[src/rtl/psmd_pkg.sv]
// Shared types and constants for the potentiometer smoothing and motion detect block.
`default_nettype none
package psmd_pkg;

  localparam int KNOB_W   = 5;
  localparam int SAMPLE_W = 10;
  localparam int VAL_W    = 14;
  localparam int QCNT_W   = 3;
  localparam int E_W      = 16;
  localparam int Y_W      = 21;
  localparam int Q_W      = 7;

  localparam logic [E_W-1:0]    MAP_IN_LO   = 16'd44;
  localparam logic [E_W-1:0]    MAP_SPAN    = 16'd16294;
  localparam logic [VAL_W-1:0]  MAP_OUT_HI  = 14'd16383;
  localparam logic [Y_W-1:0]    SCALE_EXTRA = 21'd89;
  localparam logic [QCNT_W-1:0] QUIET_LIMIT = 3'd3;

  localparam logic REG_START = 1'b0;
  localparam logic REG_STOP  = 1'b1;

  typedef enum logic {
    CMD_SAMPLE = 1'b0,
    CMD_COMMIT = 1'b1
  } cmd_t;

  typedef struct packed {
    cmd_t                cmd;
    logic                oor;
    logic [KNOB_W-1:0]   knob;
    logic [SAMPLE_W-1:0] sample;
    logic                force_motion;
  } item_t;

  typedef struct packed {
    logic [VAL_W-1:0]  committed;
    logic [VAL_W-1:0]  current;
    logic              moving;
    logic [QCNT_W-1:0] quiet;
  } kstate_t;

  typedef struct packed {
    logic [VAL_W-1:0] start_thr;
    logic [VAL_W-1:0] stop_thr;
  } thr_t;

  typedef struct packed {
    logic              moving;
    logic [VAL_W-1:0]  value;
    logic [KNOB_W-1:0] knob;
  } result_t;

endpackage
`default_nettype wire

[src/rtl/psmd_cfg.sv]
// Threshold register file behind the APB-style configuration port.
`default_nettype none
module psmd_cfg (
  input  wire logic              clk,
  input  wire logic              rst_n,
  input  wire logic              cfg_psel,
  input  wire logic              cfg_penable,
  input  wire logic              cfg_pwrite,
  input  wire logic [2:0]        cfg_paddr,
  input  wire logic [31:0]       cfg_pwdata,
  output logic      [31:0]       cfg_prdata,
  output logic                   cfg_pready,
  output psmd_pkg::thr_t         thr
);

  logic [psmd_pkg::VAL_W-1:0] start_r;
  logic [psmd_pkg::VAL_W-1:0] stop_r;
  logic                       wr_en;

  assign cfg_pready = 1'b1;
  assign wr_en      = cfg_psel & cfg_penable & cfg_pwrite & cfg_pready;

  always_ff @(posedge clk) begin
    if (!rst_n) begin
      start_r <= 14'd64;
      stop_r  <= 14'd32;
    end else if (wr_en) begin
      unique case (cfg_paddr[2])
        psmd_pkg::REG_START: start_r <= cfg_pwdata[psmd_pkg::VAL_W-1:0];
        psmd_pkg::REG_STOP:  stop_r  <= cfg_pwdata[psmd_pkg::VAL_W-1:0];
        default: ;
      endcase
    end
  end

  always_comb begin
    unique case (cfg_paddr[2])
      psmd_pkg::REG_START: cfg_prdata = {18'd0, start_r};
      psmd_pkg::REG_STOP:  cfg_prdata = {18'd0, stop_r};
      default:             cfg_prdata = 32'd0;
    endcase
  end

  assign thr.start_thr = start_r;
  assign thr.stop_thr  = stop_r;

endmodule
`default_nettype wire

[src/rtl/psmd_front.sv]
// Front end: accepts input transfers, classifies them and queues them for the back end.
`default_nettype none
module psmd_front #(
  parameter int NUM_KNOBS = 32
) (
  input  wire logic            clk,
  input  wire logic            rst_n,
  input  wire logic            in_tvalid,
  output logic                 in_tready,
  input  wire logic [0:0]      in_tuser,
  input  wire logic [15:0]     in_tdata,
  output logic                 item_valid,
  output psmd_pkg::item_t      item,
  input  wire logic            item_pop
);

  psmd_pkg::item_t q_r [2];
  logic            wr_ptr_r;
  logic            rd_ptr_r;
  logic [1:0]      cnt_r;
  logic [1:0]      cnt_nxt;
  logic            push;
  psmd_pkg::item_t in_item;

  always_comb begin
    in_item.cmd          = psmd_pkg::cmd_t'(in_tuser[0]);
    in_item.knob         = in_tdata[4:0];
    in_item.sample       = in_tdata[14:5];
    in_item.force_motion = in_tdata[15];
    in_item.oor          = (32'(in_tdata[4:0]) >= NUM_KNOBS);
  end

  assign in_tready  = (cnt_r != 2'd2);
  assign push       = in_tvalid & in_tready;
  assign item_valid = (cnt_r != 2'd0);
  assign item       = q_r[rd_ptr_r];

  always_comb begin
    cnt_nxt = cnt_r;
    if (push && !item_pop) begin
      cnt_nxt = cnt_r + 2'd1;
    end else if (!push && item_pop) begin
      cnt_nxt = cnt_r - 2'd1;
    end
  end

  always_ff @(posedge clk) begin
    if (!rst_n) begin
      wr_ptr_r <= 1'b0;
      rd_ptr_r <= 1'b0;
      cnt_r    <= 2'd0;
    end else begin
      cnt_r <= cnt_nxt;
      if (push) begin
        wr_ptr_r <= ~wr_ptr_r;
      end
      if (item_pop) begin
        rd_ptr_r <= ~rd_ptr_r;
      end
    end
  end

  always_ff @(posedge clk) begin
    if (push) begin
      q_r[wr_ptr_r] <= in_item;
    end
  end

endmodule
`default_nettype wire

[src/rtl/psmd_back.sv]
// Back end: per-knob state memory, smoothing and rescale pipeline, motion logic, result queue.
`default_nettype none
module psmd_back #(
  parameter int NUM_KNOBS = 32
) (
  input  wire logic            clk,
  input  wire logic            rst_n,
  input  wire logic            item_valid,
  input  psmd_pkg::item_t      item,
  output logic                 item_pop,
  input  psmd_pkg::thr_t       thr,
  output logic                 out_tvalid,
  input  wire logic            out_tready,
  output logic [23:0]          out_tdata
);

  localparam int AW = (NUM_KNOBS > 1) ? $clog2(NUM_KNOBS) : 1;

  // knob state store and per-entry valid bits
  psmd_pkg::kstate_t mem_r [NUM_KNOBS];
  logic [NUM_KNOBS-1:0] kvalid_r;
  logic [AW-1:0]        rd_addr;
  logic [AW-1:0]        wr_addr;
  logic                 wr_en;
  psmd_pkg::kstate_t    rd_data_r;
  logic                 rd_vld_r;

  // pipeline
  logic                 s1_v_r;
  psmd_pkg::item_t      s1_item_r;
  logic                 s2_v_r;
  psmd_pkg::item_t      s2_item_r;
  psmd_pkg::kstate_t    s2_state_r;
  logic                 s2_zero_r;
  logic                 s2_sat_r;
  logic [psmd_pkg::VAL_W-1:0] s2_x_r;
  logic [psmd_pkg::Y_W-1:0]   s2_y_r;

  // last write, for forwarding
  logic                 w_v_r;
  logic [psmd_pkg::KNOB_W-1:0] w_knob_r;
  psmd_pkg::kstate_t    w_state_r;

  // result queue
  psmd_pkg::result_t    oq_r [4];
  logic [1:0]           oq_wr_r;
  logic [1:0]           oq_rd_r;
  logic [2:0]           oq_cnt_r;
  logic [2:0]           oq_cnt_nxt;
  logic [2:0]           in_flight;
  logic                 oq_pop;

  // S1 logic
  psmd_pkg::kstate_t    s1_state;
  logic [12:0]          p;
  logic [12:0]          p_red;
  logic [psmd_pkg::E_W-1:0] e;
  logic [psmd_pkg::E_W-1:0] x_full;
  logic                 s1_zero;
  logic                 s1_sat;
  logic [psmd_pkg::Y_W-1:0] s1_y;

  // S2 logic
  psmd_pkg::kstate_t    s2_state;
  psmd_pkg::kstate_t    st_nxt;
  logic [psmd_pkg::Q_W-1:0]   q0;
  logic [psmd_pkg::Y_W-1:0]   prod;
  logic [psmd_pkg::VAL_W-1:0] q;
  logic [psmd_pkg::VAL_W-1:0] value;
  logic [psmd_pkg::VAL_W-1:0] diff;
  logic [psmd_pkg::QCNT_W-1:0] q_inc;
  psmd_pkg::result_t    res;

  assign in_flight = oq_cnt_r + {2'd0, s1_v_r} + {2'd0, s2_v_r};
  assign item_pop  = item_valid && (in_flight < 3'd4);
  assign rd_addr   = AW'(item.knob);

  always_ff @(posedge clk) begin
    if (item_pop) begin
      rd_data_r <= mem_r[rd_addr];
      rd_vld_r  <= kvalid_r[rd_addr];
      s1_item_r <= item;
    end
  end

  always_ff @(posedge clk) begin
    if (wr_en) begin
      mem_r[wr_addr] <= st_nxt;
    end
  end

  always_ff @(posedge clk) begin
    if (!rst_n) begin
      kvalid_r <= '0;
      s1_v_r   <= 1'b0;
      s2_v_r   <= 1'b0;
      w_v_r    <= 1'b0;
    end else begin
      s1_v_r <= item_pop;
      s2_v_r <= s1_v_r;
      w_v_r  <= wr_en;
      if (wr_en) begin
        kvalid_r[wr_addr] <= 1'b1;
      end
    end
  end

  // S1: merge forwarded state, smooth and start the rescale
  always_comb begin
    s1_state = rd_vld_r ? rd_data_r : '0;
    if (w_v_r && (w_knob_r == s1_item_r.knob)) begin
      s1_state = w_state_r;
    end
    if (s2_v_r && !s2_item_r.oor && (s2_item_r.cmd == psmd_pkg::CMD_COMMIT) &&
        (s2_item_r.knob == s1_item_r.knob)) begin
      s1_state.committed = s2_state.current;
    end
    p       = s1_state.committed[13:1];
    p_red   = p - {3'd0, p[12:3]};
    e       = {({2'd0, p_red} + {5'd0, s1_item_r.sample}), 1'b0};
    s1_zero = (e <= psmd_pkg::MAP_IN_LO);
    x_full  = e - psmd_pkg::MAP_IN_LO;
    s1_sat  = (x_full >= psmd_pkg::MAP_SPAN);
    s1_y    = psmd_pkg::Y_W'(x_full[psmd_pkg::VAL_W-1:0]) * psmd_pkg::SCALE_EXTRA;
  end

  always_ff @(posedge clk) begin
    if (s1_v_r) begin
      s2_item_r  <= s1_item_r;
      s2_state_r <= s1_state;
      s2_zero_r  <= s1_zero;
      s2_sat_r   <= s1_sat;
      s2_x_r     <= x_full[psmd_pkg::VAL_W-1:0];
      s2_y_r     <= s1_y;
    end
  end

  // S2: finish x*16383/16294 as x + x*89/16294, then motion logic
  always_comb begin
    s2_state = s2_state_r;
    if (w_v_r && (w_knob_r == s2_item_r.knob)) begin
      s2_state = w_state_r;
    end
    q0    = s2_y_r[psmd_pkg::Y_W-1:14];
    prod  = psmd_pkg::Y_W'({7'd0, q0} + 14'd1) * psmd_pkg::Y_W'(psmd_pkg::MAP_SPAN);
    q     = {7'd0, q0} + ((s2_y_r >= prod) ? 14'd1 : 14'd0);
    priority if (s2_zero_r) begin
      value = '0;
    end else if (s2_sat_r) begin
      value = psmd_pkg::MAP_OUT_HI;
    end else begin
      value = s2_x_r + q;
    end
    diff  = (value >= s2_state.committed) ? (value - s2_state.committed)
                                          : (s2_state.committed - value);
    q_inc = s2_state.quiet + 3'd1;

    st_nxt = s2_state;
    unique case (s2_item_r.cmd)
      psmd_pkg::CMD_COMMIT: st_nxt.committed = s2_state.current;
      psmd_pkg::CMD_SAMPLE: begin
        st_nxt.current = value;
        if (!s2_state.moving) begin
          if ((diff > thr.start_thr) || s2_item_r.force_motion) begin
            st_nxt.moving = 1'b1;
          end
        end else if (diff < thr.stop_thr) begin
          if (q_inc > psmd_pkg::QUIET_LIMIT) begin
            st_nxt.moving = 1'b0;
            st_nxt.quiet  = '0;
          end else begin
            st_nxt.quiet = q_inc;
          end
        end else begin
          st_nxt.quiet = '0;
        end
      end
      default: ;
    endcase

    res.knob = s2_item_r.knob;
    if (s2_item_r.oor) begin
      res.value  = '0;
      res.moving = 1'b0;
    end else begin
      res.value  = st_nxt.current;
      res.moving = st_nxt.moving;
    end
  end

  assign wr_en   = s2_v_r && !s2_item_r.oor;
  assign wr_addr = AW'(s2_item_r.knob);

  always_ff @(posedge clk) begin
    if (wr_en) begin
      w_knob_r  <= s2_item_r.knob;
      w_state_r <= st_nxt;
    end
  end

  // result queue, sized for everything the issue credit allows in flight
  assign oq_pop     = out_tvalid & out_tready;
  assign out_tvalid = (oq_cnt_r != 3'd0);
  assign out_tdata  = {4'd0, oq_r[oq_rd_r]};

  always_comb begin
    oq_cnt_nxt = oq_cnt_r;
    if (s2_v_r && !oq_pop) begin
      oq_cnt_nxt = oq_cnt_r + 3'd1;
    end else if (!s2_v_r && oq_pop) begin
      oq_cnt_nxt = oq_cnt_r - 3'd1;
    end
  end

  always_ff @(posedge clk) begin
    if (!rst_n) begin
      oq_wr_r  <= 2'd0;
      oq_rd_r  <= 2'd0;
      oq_cnt_r <= 3'd0;
    end else begin
      oq_cnt_r <= oq_cnt_nxt;
      if (s2_v_r) begin
        oq_wr_r <= oq_wr_r + 2'd1;
      end
      if (oq_pop) begin
        oq_rd_r <= oq_rd_r + 2'd1;
      end
    end
  end

  always_ff @(posedge clk) begin
    if (s2_v_r) begin
      oq_r[oq_wr_r] <= res;
    end
  end

endmodule
`default_nettype wire

[src/rtl/pot_smoothing_motion_detector.sv]
// Path: an accepted transfer passes the front queue and the S1 and S2 registers into the result queue.
// Throughput: one item per cycle unless a full result queue holds issue back; the queue, state read, rescale
// and motion stages are registered, and same-knob state is forwarded between back-to-back items.
// Reset: thresholds return to 64 and 32; per-knob valid bits clear at once so every knob
// reads as zero and idle, with no clearing pass.
`default_nettype none
module pot_smoothing_motion_detector #(
  parameter int NUM_KNOBS = 32
) (
  input  wire logic        clk,
  input  wire logic        rst_n,
  input  wire logic        in_tvalid,
  output logic             in_tready,
  input  wire logic [0:0]  in_tuser,   // [0] command
  input  wire logic [15:0] in_tdata,   // [4:0] knob_index, [14:5] adc_sample, [15] force_motion
  output logic             out_tvalid,
  input  wire logic        out_tready,
  output logic [23:0]      out_tdata,  // [4:0] knob_out, [18:5] filtered_value, [19] moving
  input  wire logic        cfg_psel,
  input  wire logic        cfg_penable,
  input  wire logic        cfg_pwrite,
  input  wire logic [2:0]  cfg_paddr,
  input  wire logic [31:0] cfg_pwdata,
  output logic      [31:0] cfg_prdata,
  output logic             cfg_pready
);

  psmd_pkg::thr_t  thr;
  psmd_pkg::item_t item;
  logic            item_valid;
  logic            item_pop;

  psmd_cfg u_cfg (
    .clk         (clk),
    .rst_n       (rst_n),
    .cfg_psel    (cfg_psel),
    .cfg_penable (cfg_penable),
    .cfg_pwrite  (cfg_pwrite),
    .cfg_paddr   (cfg_paddr),
    .cfg_pwdata  (cfg_pwdata),
    .cfg_prdata  (cfg_prdata),
    .cfg_pready  (cfg_pready),
    .thr         (thr)
  );

  psmd_front #(.NUM_KNOBS(NUM_KNOBS)) u_front (
    .clk        (clk),
    .rst_n      (rst_n),
    .in_tvalid  (in_tvalid),
    .in_tready  (in_tready),
    .in_tuser   (in_tuser),
    .in_tdata   (in_tdata),
    .item_valid (item_valid),
    .item       (item),
    .item_pop   (item_pop)
  );

  psmd_back #(.NUM_KNOBS(NUM_KNOBS)) u_back (
    .clk        (clk),
    .rst_n      (rst_n),
    .item_valid (item_valid),
    .item       (item),
    .item_pop   (item_pop),
    .thr        (thr),
    .out_tvalid (out_tvalid),
    .out_tready (out_tready),
    .out_tdata  (out_tdata)
  );

endmodule
`default_nettype wire

[config.mk]
export PLATFORM = sky130hd
export DESIGN_NAME = pot_smoothing_motion_detector
export DESIGN_NICKNAME = d
export VERILOG_FILES = /design/src/rtl/psmd_pkg.sv /design/src/rtl/psmd_cfg.sv /design/src/rtl/psmd_front.sv /design/src/rtl/psmd_back.sv /design/src/rtl/pot_smoothing_motion_detector.sv
export SDC_FILE = /design/constraint.sdc
export NUM_CORES = 2
export LEC_CHECK = 0
export ABC_AREA = 1
export ABC_CLOCK_PERIOD_IN_PS = 15000
export BUFFER_PORTS_ARGS = -buffer_cell sky130_fd_sc_hd__buf_2
export CAP_MARGIN = 20
export CORE_UTILIZATION = 27
export DETAILED_ROUTE_END_ITERATION = 10
export SLEW_MARGIN = 20
export SYNTH_ARGS = -nofsm -noshare
export SYNTH_HDL_FRONTEND = slang
export SYNTH_SLANG_ARGS = --single-unit
[constraint.sdc]
create_clock -name clk -period 15 [get_ports clk]
set_clock_uncertainty 0.2 [all_clocks]
set_input_delay 3 -clock clk [delete_from_list [all_inputs] [get_ports clk]]
set_output_delay 3 -clock clk [all_outputs]
set_load 0.05 [all_outputs]
Word-level counts from Yosys, hierarchy flattened. Memory sizes are Yosys's and may differ from the RTL's. A register that Yosys moved wholly into a read port is not among the register bits. Cells that the tools add are included.

$add $sub $neg: 17. $mul: 2. Divide/modulo/power cells: 0. Order comparisons: 11. Eq/ne operators: 4. Shift-type cells: 0. Mux-type cells: 37. Bitwise logic cells: 8. Reduce and logical (&&, ||, !) cells: 23.

Operator list (count): $mux 32 (3); $mux 14 (5); $pmux 32 s2 (1); $or 32x32->32 (1); $sub 14x14->14 (2); $ge 21x21->1 (1); $mul 14x7->21 const B (1); $mul 21x13->20 const B (1); $mux 18 (1); $ge 16x14->1 const B (1); $le 16x6->1 const B (1); $sub 16x6->16 const B (1); $eq 5x5->1 (3); $mux 1 (15); $mux 15 (1); $mux 3 (5); $add 13x10->14 (1); $add 14x14->14 (1); $add 7x14->14 (1); $ge 14x14->1 (1); $gt 14x14->1 (1); $lt 14x14->1 (1); $sub 13x10->13 (1); $lt 5x6->1 const B (2); 21 further kinds (50).

Register bits: 207. Latch bits: 0. Memory bits (writable): 1138. Memory bits (read-only): 0. Bits of input ports: 59. Output and inout bits: 59. Word-level logic and storage cells: 140. Memories: 3.

Memory list: u_back.mem_r (depth 32, width 32, read ports 1, clocked after Yosys merged registers in 1, write ports 1, line psmd_back.sv:20) `psmd_pkg::kstate_t mem_r [NUM_KNOBS];`; u_back.oq_r (depth 4, width 20, read ports 1, clocked after Yosys merged registers in 1, write ports 1, line psmd_back.sv:45) `psmd_pkg::result_t oq_r [4];`; u_front.q_r (depth 2, width 17, read ports 1, clocked after Yosys merged registers in 1, write ports 1, line psmd_front.sv:17) `psmd_pkg::item_t q_r [2];`.

Depth between registers and ports, before layout.
Depth in word-level cells: 16. Mapped depth: 70. Depth with buffers taken out: 69.

Cells and area by module. From an unflattened synthesis, not the netlist that was laid out.

Cell total of the unflattened synthesis: 5329. Area total of the unflattened synthesis: 62232.2 um^2.

Modules (own cells, without submodules): psmd_back (instances 1, cells each 5003, area each 59203.0 um^2, seq. area each 38837.2 um^2); psmd_front (instances 1, cells each 91, area each 1525.2 um^2, seq. area each 1121.1 um^2); psmd_cfg (instances 1, cells each 235, area each 1503.9 um^2, seq. area each 560.5 um^2).

Worst setup path after synthesis. Ideal clock, no wire load.

Kind: reg2reg. Start point: register u_back.s2_y_r[14] in the netlist's numbering. End point: memory u_back.mem_r[0][0] in the netlist's numbering, data pin. Setup time: 462 ps. Data arrival time: 10410 ps. Data required time: 14338 ps. Setup slack: 3928 ps. Cell stages (with the launch flop): 59. Path buffers: 1. Period minus slack after synthesis: 11072 ps. Path through: edfxtp_1 ha_1 nand3_1 nand3b_1 xor2_1 inv_1 ha_1 ha_1 or2_2 fa_1 inv_1 fa_1 inv_1 ha_1 nand2_1 inv_1 a21oi_1 nand2_1 [... 23 more ...] inv_1 ha_1 nand2_1 inv_1 a21oi_1 nand3_1 a221oi_1 o211ai_2 buf_2 a21oi_1 ha_1 a21oi_1 nor2_1 a211oi_1 o21ai_0 a21oi_1 nand3_1 o21ai_0.

RTL lines: start, declared (line psmd_back.sv:37) `logic [psmd_pkg::Y_W-1:0] s2_y_r;`; start signal, assigned (line psmd_back.sv:134) `s2_y_r <= s1_y;`; end, declared (line psmd_back.sv:20).

==> results by group <==
Global routing
  – Remaining Overflow, GRT: 0
  – Vias in the first global route: 40,600
  – GRT Util Overall: 14.3%
  – First-pass GRT wire length: 251,000 um
  – Pin count of the biggest net entering global routing: 160
  – Initial antenna violation count: 14

STA
  – Max-Slew Margin vs Limit: 23.6%
  – Final number of max-transition violations: 0
  – RSZ-0062 raised after global routing: no
  – Final Hold Viols: 0
  – Fin crit share: 88.8%
  – Final setup vio count: 0
  – Slew @ Worst Pin: 1.15 ns
  – Setup TNS: 0 ns
  – Fin crit period: roughly 13 ns
  – FMAX: 75.1 MHz

Yosys
  – Async S/R FF share, synth: 0%
  – Simple-gate share of the synthesized area: 9.59%
  – Yosys cell types: 55
  – Synth warn: 0
  – Synth Area in Adders: slightly above 6%
  – Dominant synthesized flop cell: edfxtp_1
  – Largest family of logic cells by synthesized area: compound AO/OA/AOI/OAI gates
  – List of most frequent post-synthesis cells: edfxtp_1 (1,296), nor2_1 (757), o21ai_0 (741), nand2_1 (448), inv_1 (382)
  – Leading area contributor after synthesis: edfxtp_1
  – #FFs+latches synth: 1,373
  – Mapped cell area: about 62,000 um^2
  – EDFF count, synth: 1,296
  – Synth Area in Compound Gates: between 10% and 20%
  – Post-synthesis sequential area ratio: 65.5%
  – Yosys top cell area share: 63.0%
  – Most frequent cell after synthesis: edfxtp_1
  – Post-synthesis mux area share: 0.195%
  – Synth Instances: 5,225
  – Post-Synth XOR/XNOR Area: 1.08%
  – Synth top area cells: edfxtp_1 (63%), o21ai_0 (6.0%), nor2_1 (4.6%)
  – Syn_area_per_cell: 11.8 um^2

Routing
  – Met1 wire length: between 70,000 and 80,000 um
  – Met2 WL: 80,800 um
  – Final antenna-violating net count: 0
  – Vias: between 40,000 and 50,000
  – Routed wire length: 168,000 um
  – Met3 wire length: 12,100 um
  – First-pass DRT Iterations: 6
  – Vias per cell: around 5.0
  – DRC: 0
  – Drt wl/cell: 20.1 um
  – Top Layer Used: met4
  – Initial drt markers: 4,267

Floorplanning
  – Die area: about 230,000 um^2
  – Core ar.: 227,000 um^2
  – FP Rows: 175
  – Initial Utilization: 27.2%
  – Chip Width: about 480 um
  – Ports: between 100 and 150
  – Die outline height: 480 um

Cells and area
  – Area grow syn2layout: 13.8%
  – Layout cells sized above 1: 9.56%
  – Fin nets: 5,582

Clocking
  – CTS buffer count: 142
  – Setup Fix Bufs, Post-CTS: 0
  – Post-CTS Hold Buffers: 0
  – Clk buf depth: 3
  – Reg clk slew, reported paths: 0.06 ns
  – Post-cts repair resize count: 0
  – H-tree Lvls: 4
  – Number of clock sinks: 1,373
  – CTS root buffer: clkbuf_16
  – CTS tree: built
  – Clock latency on the worst-skew pair: 0.79 ns

Setup path
  – CP Launch Type: flip-flop
  – CP endpoint: u_back.oq_r[3][19]
  – R2r setup slk: 1.68 ns
  – Critical path launch point: u_back.s2_y_r[14]
  – Most common cell on crit path: nand2_1
  – Critical path arrival: 13.56 ns
  – Setup crit end kind: flip-flop
  – Reg2Reg Capture Point: u_back.oq_r[3][19]
  – Max Fanout on Critical Path: 37
  – R2R cell count: 63
  – Critical R2R Launch: u_back.s2_y_r[14]
  – Worst path required time: 15.23 ns
  – Critical path class: reg -> reg
  – Slowest stage cell, crit path: inv_1
  – Crit-path max cell delay: 0.72 ns

Outcome
  – Status: complete, no violations

Place
  – Placer Congestion: 0.824
  – Post-DP HPWL: 96,600 um
  – IO Port Bufs: 74

Hold path
  – HP Class: reg -> reg

Run
  – # Max-Cap Violations: 0
[how the worst min path moves through the flow]
stage                              start                    to  slack (ns)  cells past startpoint
floorplan            u_back.s1_item_r[0]   u_back.s2_item_r[0]        0.20                      0
global placement    u_back.s1_item_r[17]  u_back.s2_item_r[17]        0.21                      0
detailed placement  u_back.s1_item_r[17]  u_back.s2_item_r[17]        0.21                      0
CTS                 u_back.s1_item_r[17]  u_back.s2_item_r[17]        0.24                      0
global route        u_back.s1_item_r[17]  u_back.s2_item_r[17]        0.25                      0
finish              u_back.s1_item_r[17]  u_back.s2_item_r[17]        0.23                      0
[routing by layer]
layer / vias up / GRT usage (%)
li1: 19000 / -
met1: 20700 / 18.8
met2: 1591 / 24.0
met3: 272 / 2.25
met4: 0 / 4.30
met5: - / 0
[sequential cells by signal (all words and copies together), names as in the netlist, 2 cells and up, named ones only]
signal             cells
u_back.mem_r        1024
u_back.oq_r           80
u_front.q_r           34
u_back.kvalid_r       32
u_back.rd_data_r      32
u_back.s2_state_r     32
u_back.w_state_r      32
u_back.s2_y_r         20
u_back.s1_item_r      17
u_cfg.start_r         14
u_cfg.stop_r          14
u_back.s2_x_r         10
u_back.w_knob_r        5
u_back.wr_addr         5
u_back.oq_cnt_r        3
u_back.oq_rd_r         2
u_back.oq_wr_r         2
u_back.s2_item_r       2
u_front.cnt_r          2
[kinds of logic after synthesis]
| group | after synthesis |
|---|---|
| compound gates | 1348 |
| xor+xnor | 75 |
| fa+ha+maj | 267 |
| buf+inv | 706 |
| flops | 1373 |
| mux | 12 |
| other cells | 2 |
| simple gates | 1442 |
[area by class of cell]
class                   instances  area (um^2)
fillers                     22600       157000
multi-input cells            3167        19000
repair buffers                172         1160
diodes                          2         5.00
flip-flops and latches       1373        40500
well taps                    3009         3760
clock buffers                 189         3880
clock inverters                67          508
inverters                     400         1520
[worst max-delay path: cells and delay by family (launching register included)]
kind | cells | cell delay (ns)
AO/OA/AOI/OAI | 20 | 3.98
XOR/XNOR | 2 | 0.63
adder cells (fa/ha/maj) | 11 | 3.63
buffers and inverters | 12 | 1.74
flip-flops | 1 | 0.62
AND/OR/NAND/NOR | 18 | 2.15
[stage by stage]
stage | instances | setup slack (ns) | utilization, % | area, um^2 | hold WS [ns]
after detailed placement | 8121 | 1.66 | 29.0 | 65900 | 0.212
after CTS | 8377 | 1.58 | 30.9 | 70300 | 0.236
after global routing | 8377 | 0.369 | 30.9 | 70300 | 0.253
final | 8379 | 1.68 | 30.9 | 70300 | 0.235
after floorplan | 5246 | 3.93 | - | 61800 | 0.200
after global placement | 8120 | 1.77 | 29.0 | 65800 | 0.214
[layout by cell type (no fill, tap or decap), types with 23 or more instances in the layout]
cell,n
conb_1,23
dfxtp_1,75
inv_1,378
xnor2_1,24
ha_1,214
edfxtp_1,1296
clkbuf_1,35
o21ai_0,709
fa_1,53
clkinv_1,35
xor2_1,50
o211ai_1,60
nor2_1,723
a31oi_1,65
buf_2,74
o221ai_1,210
nand2_1,447
nand3_1,125
o22ai_1,78
a21oi_1,150
buf_4,93
nor2_4,35
clkbuf_16,145
Power is not shown: default switching activity piles up to over one toggle a cycle in this logic, so the estimate is an artifact.
